## src/sv/pmgr_ram.sv

```systemverilog
// ----------------------------------------------------------------------------
// pmgr_ram
// Generic simple dual-port RAM with one write port and a registered read port.
// ----------------------------------------------------------------------------
module pmgr_ram #(
	parameter int WIDTH = 8,
	parameter int DEPTH = 64
) (
	input  logic                     clk,
	input  logic                     we,
	input  logic [$clog2(DEPTH)-1:0] waddr,
	input  logic [WIDTH-1:0]         wdata,
	input  logic                     re,
	input  logic [$clog2(DEPTH)-1:0] raddr,
	output logic [WIDTH-1:0]         rdata
);

	logic [WIDTH-1:0] mem [DEPTH];

	always_ff @(posedge clk) begin
		if (we) begin
			mem[waddr] <= wdata;
		end
		if (re) begin
			rdata <= mem[raddr];
		end
	end

endmodule

```

## config.mk

```make
export PLATFORM = sky130hd
export DESIGN_NAME = pmgr_ram
export DESIGN_NICKNAME = d
export VERILOG_FILES = /design/src/sv/pmgr_ram.sv
export SDC_FILE = /design/constraint.sdc
export NUM_CORES = 1
export LEC_CHECK = 0
export ABC_AREA = 1
export BUFFER_PORTS_ARGS = -buffer_cell sky130_fd_sc_hd__buf_4
export CAP_MARGIN = 0
export CORE_MARGIN = 2
export CORE_UTILIZATION = 45
export DETAILED_ROUTE_END_ITERATION = 16
export GPL_ROUTABILITY_DRIVEN = 0
export PLACE_DENSITY_LB_ADDON = 0.05
export SLEW_MARGIN = 5
export SYNTH_ARGS = -nofsm -noshare
export SYNTH_HDL_FRONTEND = slang
export SYNTH_SLANG_ARGS = --single-unit
```

## constraint.sdc

```tcl
create_clock -name clk -period 2 [get_ports clk]
set_input_delay 0.4 -clock clk [delete_from_list [all_inputs] [get_ports clk]]
set_output_delay 0.4 -clock clk [all_outputs]
set_load 0.02 [all_outputs]
```

---- Word level (Yosys, flattened, before mapping) ----
Memory sizes are Yosys's and may differ from the RTL's. A register that Yosys moved wholly into a read port is not among the register bits.
Index checks and enable logic that the tools add are counted.
word-level totals
  register bits after elaboration ......... 0
  latch bits .............................. 0
  memory bits (writable) .................. 512
  memory bits (read-only) ................. 0
  input port bits ......................... 23
  output and inout bits ................... 8
  logic and storage cells ................. 3
  memories ................................ 1
operators by class
  $add $sub $neg .......................... 0
  $mul .................................... 0
  div/mod/pow operators ................... 0
  magnitude comparators ................... 0
  eq/ne operators ......................... 0
  shifts and indexed selects .............. 0
  mux-type cells .......................... 2
  bitwise logic cells ..................... 0
  reduce and logical (&&, ||, !) cells .... 0
memories
  memory  depth  bits a word  rd ports  clocked after memory_dff  wr ports  line  source
  mem     64     8            1         1                         1         18    logic [WIDTH-1:0] mem [DEPTH];
operators by type and width
  operator  number
  $mux W1   2

---- Logic depth before layout (Yosys ltp) ----
Gate-level depths: netlist (run 1).
  word-level depth ........................ 2
  depth in mapped cells ................... 12
  gate-level depth less buffers ........... 9

---- Worst setup path after synthesis (run 1) ----
OpenSTA, ideal clock, no wires.
  kind .................................... input port to flip-flop
  from .................................... input port we
  to ...................................... memory mem[48][0], enable pin
  setup time .............................. 0.395 ns
  arrival ................................. 1.771 ns
  required time ........................... 1.605 ns
  path slack .............................. -0.166 ns
  stages .................................. 3
  path buffers ............................ 1
  path through ............................ clkbuf_1 nand4_1 nor4_1
between the ends
  longest elaborated chain between the ends .. 2
RTL lines
  item                           line  source
  from (decl)                    10    input logic we,
  $mux W1                        21    if (we) begin
  $mux W1 (implied by the code)  22    mem[waddr] <= wdata;
  to (decl)                      18
Every way passes these cells.

---- Worst setup path after layout (run 1) ----
  from .................................... register rdata[6], read port of mem
  to ...................................... output port rdata[6]
RTL lines
  item         line  source
  from (decl)  15    output logic [WIDTH-1:0] rdata
No word-level cell between the ends.

==> out/qor.yml, run 1 <==
first_pass_iters: 8
post-route-util: 0.529
dpl.hpwl_mm: 35.2
ir_worst_vdd_mv: 0.679
fin_nets: 1948
top_layer: "met5"
endpoint_kind: "output pin"
final_cells: 2570
p_leak_uw: 0.00911
power.density_nw_per_um2: 951
dpl_cell_area_um2: 23000
vias_per_cell: 5.45
worst_path_max_delay_cell: "edfxtp_1"
synth_top_cell_area_share: 0.729
crit_type: "register to output pin"
chipHeight_um: 222
r2r_slack_ps: 440
grt_pass1_wl_mm: 88.7
worstPathCellList: "buf_4"
relSlewSlack: 0.454
clkTransAtPathRegs_ps: 60
clockBufferDepth: 3
io_pins: 31
status: "finished clean"
numCtsBuffers: 54
nFillCells: 4074
pre_cts_ws_ps: -230
antenna_found_initial: 1
worst_pin_slew_ps: 820
clk-insertion-delay-late_ps: 610
cts_setup_buffers: 0
ys_top_cells_by_area: "edfxtp_1 73%, nand2_1 11%, nand3_1 10%"
area.growth.synth_to_final_pct: 15.6
clock_skew_ps: 18.8
crit_path_max_fanout: 1
clock_sink_count: 520
tritoncts: "built"
min_period_over_period: 0.847
cts_root_buffer: "clkbuf_16"
avgSynthCellArea_um2: 11.9
timing.hold.ws_ps: 149
rows: 79
wl_per_cell_um: 22.9
routed-via-count: 14017
grt_pass1_vias: 13907
dp.cells: 2476
synth_cell_types: 15
antenna_left: 0
routed_wirelength_mm: 58.8
syn_nets: 1828
n_antenna_cell: 0
drive_gt1_frac: 0.127
cts_resized: 0
ys_ff_latch: 520
worstSetupStartpointType: "register"
grt_max_degree: 123
htree_levels: 2
ys.warnings.count: 0
final_area_um2: 24800
fin_ws_ps: 307
die-area_um2: 49400
fmax_ghz: 0.591
synthesis.area_um2: 21400
initial_utilization: 0.458
synthCells: 1805
path_delay_family: "flip-flops"
fp.dieW_um: 222
core_area_um2: 46800
crit_arrival_ps: 1290
drc: 0
critPathBufInv: 1
final-setup-viol-count: 0
cap_violations: 0
synth-seq-area-share: 0.729
wl_met3_mm: 3.27
synth_top_area_cell: "edfxtp_1"
slowest_delay_ps: 480
grt_usage: 0.243
critical_path_required_ps: 1600
grt_setup_unrepaired: "no"
gr-total-overflow: 0
wl_met2_mm: 27.2
finalMaxSlewViolations: 0
drtIter0Drc: 1183
met1Wirelength_mm: 26.9
fin_crit_ps: 1690
hold_path_class: "input port to register"
hold_violations: 0
hold_buffers: 0
numPortBuffers: 30
[layer usage]
metal	vias to the layer above	GRT usage
li1	6615	-
met1	6907	0.352
met2	406	0.382
met3	87	0.0361
met4	2	0.0711
met5	-	0
[cells by family (layout without fill, tap and decap cells)]
| group | Yosys count | after routing | synth area share |
|---|---|---|---|
| flip-flops | 520 | 520 | 0.729 |
| AND/OR/NAND/NOR | 1160 | 1160 | 0.231 |
| buffers and inverters | 125 | 283 | 0.0401 |
[final cells by class]
| cell class | count | area (um2) | area share |
|---|---|---|---|
| sequential | 520 | 15600 | 0.631 |
| clock buffer | 68 | 1470 | 0.0593 |
| timing repair buffer | 177 | 1670 | 0.0676 |
| clock inverter | 26 | 238 | 0.00960 |
| inverter | 12 | 55.1 | 0.00222 |
| multi-input combinational | 1160 | 4950 | 0.200 |
| tap | 607 | 759 | 0.0307 |
[path summary, 6_finish.rpt]
check                        to                 start  cells past startpoint
min          rdata[3]$_DFFE_PP_                    re                      1
max reg2reg  rdata[7]$_DFFE_PP_  mem[54][7]$_DFFE_PP_                      8
min reg2reg  rdata[3]$_DFFE_PP_  mem[18][3]$_DFFE_PP_                      8
max                    rdata[6]    rdata[6]$_DFFE_PP_                      1
[registers in the layout, summed over array words and instances (netlist names)]
signal  cells
rdata       8
mem       512
[placed cells by master, fill, tap and decap left out]
cell       Yosys  routed
buf_12         0      27
buf_4         14     149
bufinv_16      0       5
clkbuf_1      15      11
clkbuf_16      0      57
clkbuf_8       0       1
clkinv_1       0      14
clkinv_2       0       7
edfxtp_1     520     520
inv_1         10       9
inv_2          1       1
inv_4          0       1
inv_8          0       1
nand2_1      648     648
nand3_1      439     439
nand4_1        9       9
nor2_1        56      56
nor4_1         8       8
[Yosys cell counts, drive strengths merged]
master / n
buf: 98
edfxtp: 520
nor2: 56
nand4: 9
inv: 12
nand3: 439
nor4: 8
clkbuf: 15
nand2: 648
[report_power, final]
| part | switching [uW] | leakage [uW] | internal [uW] |
|---|---|---|---|
| Combinational | 1140 | 0.00359 | 479 |
| Sequential | 33.4 | 0.00469 | 12100 |
| Clock | 4040 | 0.000835 | 5770 |
[through the flow]
| stage | setup TNS, ps | power, uW |
|---|---|---|
| floorplan | -10630 | 13200 |
| global placement | -869 | 14000 |
| detailed placement | -957 | 14000 |
| CTS | 0 | 23800 |
| global route | 0 | 24300 |
| finish | 0 | 23600 |
Power figures use the tool's default switching activity.
==> inputs of run 2 (changes only) <==
- ABC_AREA: 1 -> 0
- clock period: 2 -> 1.4 ns (I/O delays scaled with it)
==> out/qor.yml, run 2 <==
dpl_cell_area_um2: 23400
drive_gt1_frac: 0.427
worstSetupStartpointType: "register"
r2r-end: "rdata[0]$_DFFE_PP_"
synthesis.area_um2: 20200
ys.warnings.count: 0
status: "finished, violations left"
wl_per_cell_um: 28.0
crit_type: "register to register"
yosys-top-cells-count: "520 x edfxtp_1, 126 x mux4_2, 83 x nor2_1, 23 x mux2i_1, 19 x nand2_1"
synth_ff_type: "edfxtp_1"
synth_top_cell_area_share: 0.771
r2r_slack_ps: -560
routed_wirelength_mm: 49.1
synth.most_common_cell: "edfxtp_1"
fin_crit_ps: 1960
synthArstFlopShare: 0
synth-seq-area-share: 0.771
crit_arrival_ps: 2310
hold_end: "mem[59][0]$_DFFE_PP_"
p_leak_uw: 0.00800
reg.largest.list: "mem (512), rdata (8)"
grt_setup_unrepaired: "yes"
worst_path_max_delay_cell: "mux4_2"
grt_usage: 0.218
numPortBuffers: 30
dp.cells: 1659
clock_skew_ps: 26.9
numCtsBuffers: 54
drtIter0Drc: 855
antenna_left: 0
whs_path_depth: 1
path_delay_family: "multiplexers"
worstPathCellList: "mux4_2 -> mux4_2 -> nor2_4 -> nor3_2 -> o2bb2ai_1"
slowest_delay_ps: 520
critPathBufInv: 0
final_cells: 1756
cts_root_buffer: "clkbuf_16"
htree_levels: 2
final-setup-viol-count: 16
multiInputGateArea_um2: 5090
syn_nets: 963
mostFrequentLayoutCells: "520 x edfxtp_1, 126 x mux4_2, 109 x buf_4"
antenna_found_initial: 1
largest_reg_flops: 512
dpl.hpwl_mm: 32.5
tritoncts: "built"
clockBufferDepth: 3
ys_top_cells_by_area: "edfxtp_1 77%, mux4_2 14%, nor2_1 1.5%"
crit_path_max_fanout: 1
drc: 0
p_total_uw: 33000
synth_edf_count: 520
cts_setup_buffers: 0
reg2regPathDepth: 5
gr-total-overflow: 0
chipHeight_um: 216
endpoint_kind: "register"
vias_per_cell: 5.75
min_period_over_period: 1.40
hold_path_startpoint: "wdata[0]"
power.density_nw_per_um2: 1310
synth_cell_types: 39
io_pins: 31
clk-insertion-delay-late_ps: 600
grt_max_degree: 65
die-area_um2: 46700
largest_register: "mem"
worst_pin_slew_ps: 762
hold_violations: 0
avgSynthCellArea_um2: 21.5
critical_path_required_ps: 1750
nFillCells: 3360
seqCellArea_um2: 15600
rows: 77
n_antenna_cell: 0
fin_nets: 1146
ys_ff_latch: 520
fin_ws_ps: -559
first_pass_iters: 5
fmax_ghz: 0.511
post-route-util: 0.569
grt_pass1_wl_mm: 73.0
ir_worst_vdd_mv: 1.06
crit_path_frequent_cell: "mux4_2"
synth_top_area_cell: "edfxtp_1"
clkTransAtPathRegs_ps: 60
grt_pass1_vias: 10889
initial_utilization: 0.457
violations: "setup timing"
relSlewSlack: 0.492
hold_path_class: "input port to register"
routed-via-count: 10091
fp.dieW_um: 216
synthCells: 940
finalMaxSlewViolations: 0
rr_startpoint: "mem[15][0]$_DFFE_PP_"
area.growth.synth_to_final_pct: 24.6
layout_commonest_cell: "edfxtp_1"
cap_violations: 0
final_area_um2: 25200
clock_sink_count: 520
tns_ps: -5100
core_area_um2: 44300
## run 2: cell count changes after synthesis, sizes merged, moves of 13 or more
| cell | previous run | this run |
|---|---|---|
| buf | 98 | 34 |
| mux2i | 0 | 23 |
| nor2b | 0 | 14 |
| nor2 | 56 | 83 |
| mux4 | 0 | 126 |
| nand2 | 648 | 19 |
| mux2 | 0 | 13 |
| nand3 | 439 | 13 |
## run 2: through the flow
step	hold slack, ps	setup WS, ps
2_1_floorplan	379	-565
3_3_place_gp	596	-1160
3_5_place_dp	598	-1220
4_1_cts	263	-548
5_1_grt	291	-575
6_report	264	-559
## run 2: repair_timing
action | CTS | global route
pin swaps | 8 | 1
endpoints found under the hold margin | 8 | 0
gates resized for setup | 34 | 11
setup endpoints to repair | 16 | 16
hold buffers | 1 | 0
## run 2: how the worst max path moves through the flow
| stage | start | to | cells past startpoint |
|---|---|---|---|
| final | mem[15][0]$_DFFE_PP_ | rdata[0]$_DFFE_PP_ | 5 |
| after global routing | mem[15][0]$_DFFE_PP_ | rdata[0]$_DFFE_PP_ | 5 |
| after CTS | mem[15][0]$_DFFE_PP_ | rdata[0]$_DFFE_PP_ | 5 |
| after detailed placement | raddr[0] | rdata[5]$_DFFE_PP_ | 9 |
| after global placement | raddr[0] | rdata[5]$_DFFE_PP_ | 9 |
| after floorplan | raddr[0] | rdata[7]$_DFFE_PP_ | 7 |
## run 2: final cells by class
| type | instances | share of cell area |
|---|---|---|
| Sequential cell | 520 | 0.619 |
| Tap cell | 592 | 0.0294 |
| Timing Repair Buffer | 178 | 0.0838 |
| Multi-Input combinational cell | 369 | 0.202 |
| Clock inverter | 31 | 0.00977 |
| Clock buffer | 66 | 0.0562 |
## run 2: report_power, final
group	switching (uW)	total (uW)	internal, uW
registers	59.1	17300	17300
logic	1200	2130	929
clock network	5830	13600	7740
total	7090	33000	25900
## run 2: metal layers
| layer | GRT usage | part of all wire | vias up |
|---|---|---|---|
| li1 | - | - | 4321 |
| met4 | 0.0683 | 0.025 | 2 |
| met2 | 0.354 | 0.50 | 297 |
| met5 | 0 | 0.00026 | - |
| met1 | 0.304 | 0.42 | 5405 |
| met3 | 0.0386 | 0.061 | 66 |
## run 2: kinds of logic (layout without fill, tap and decap cells)
logic type	Yosys count	count (layout)	share of synthesized area
compound gates	54	54	0.0206
buf+inv	51	275	0.0156
flops	520	520	0.771
mux	162	162	0.159
simple gates	153	153	0.0337
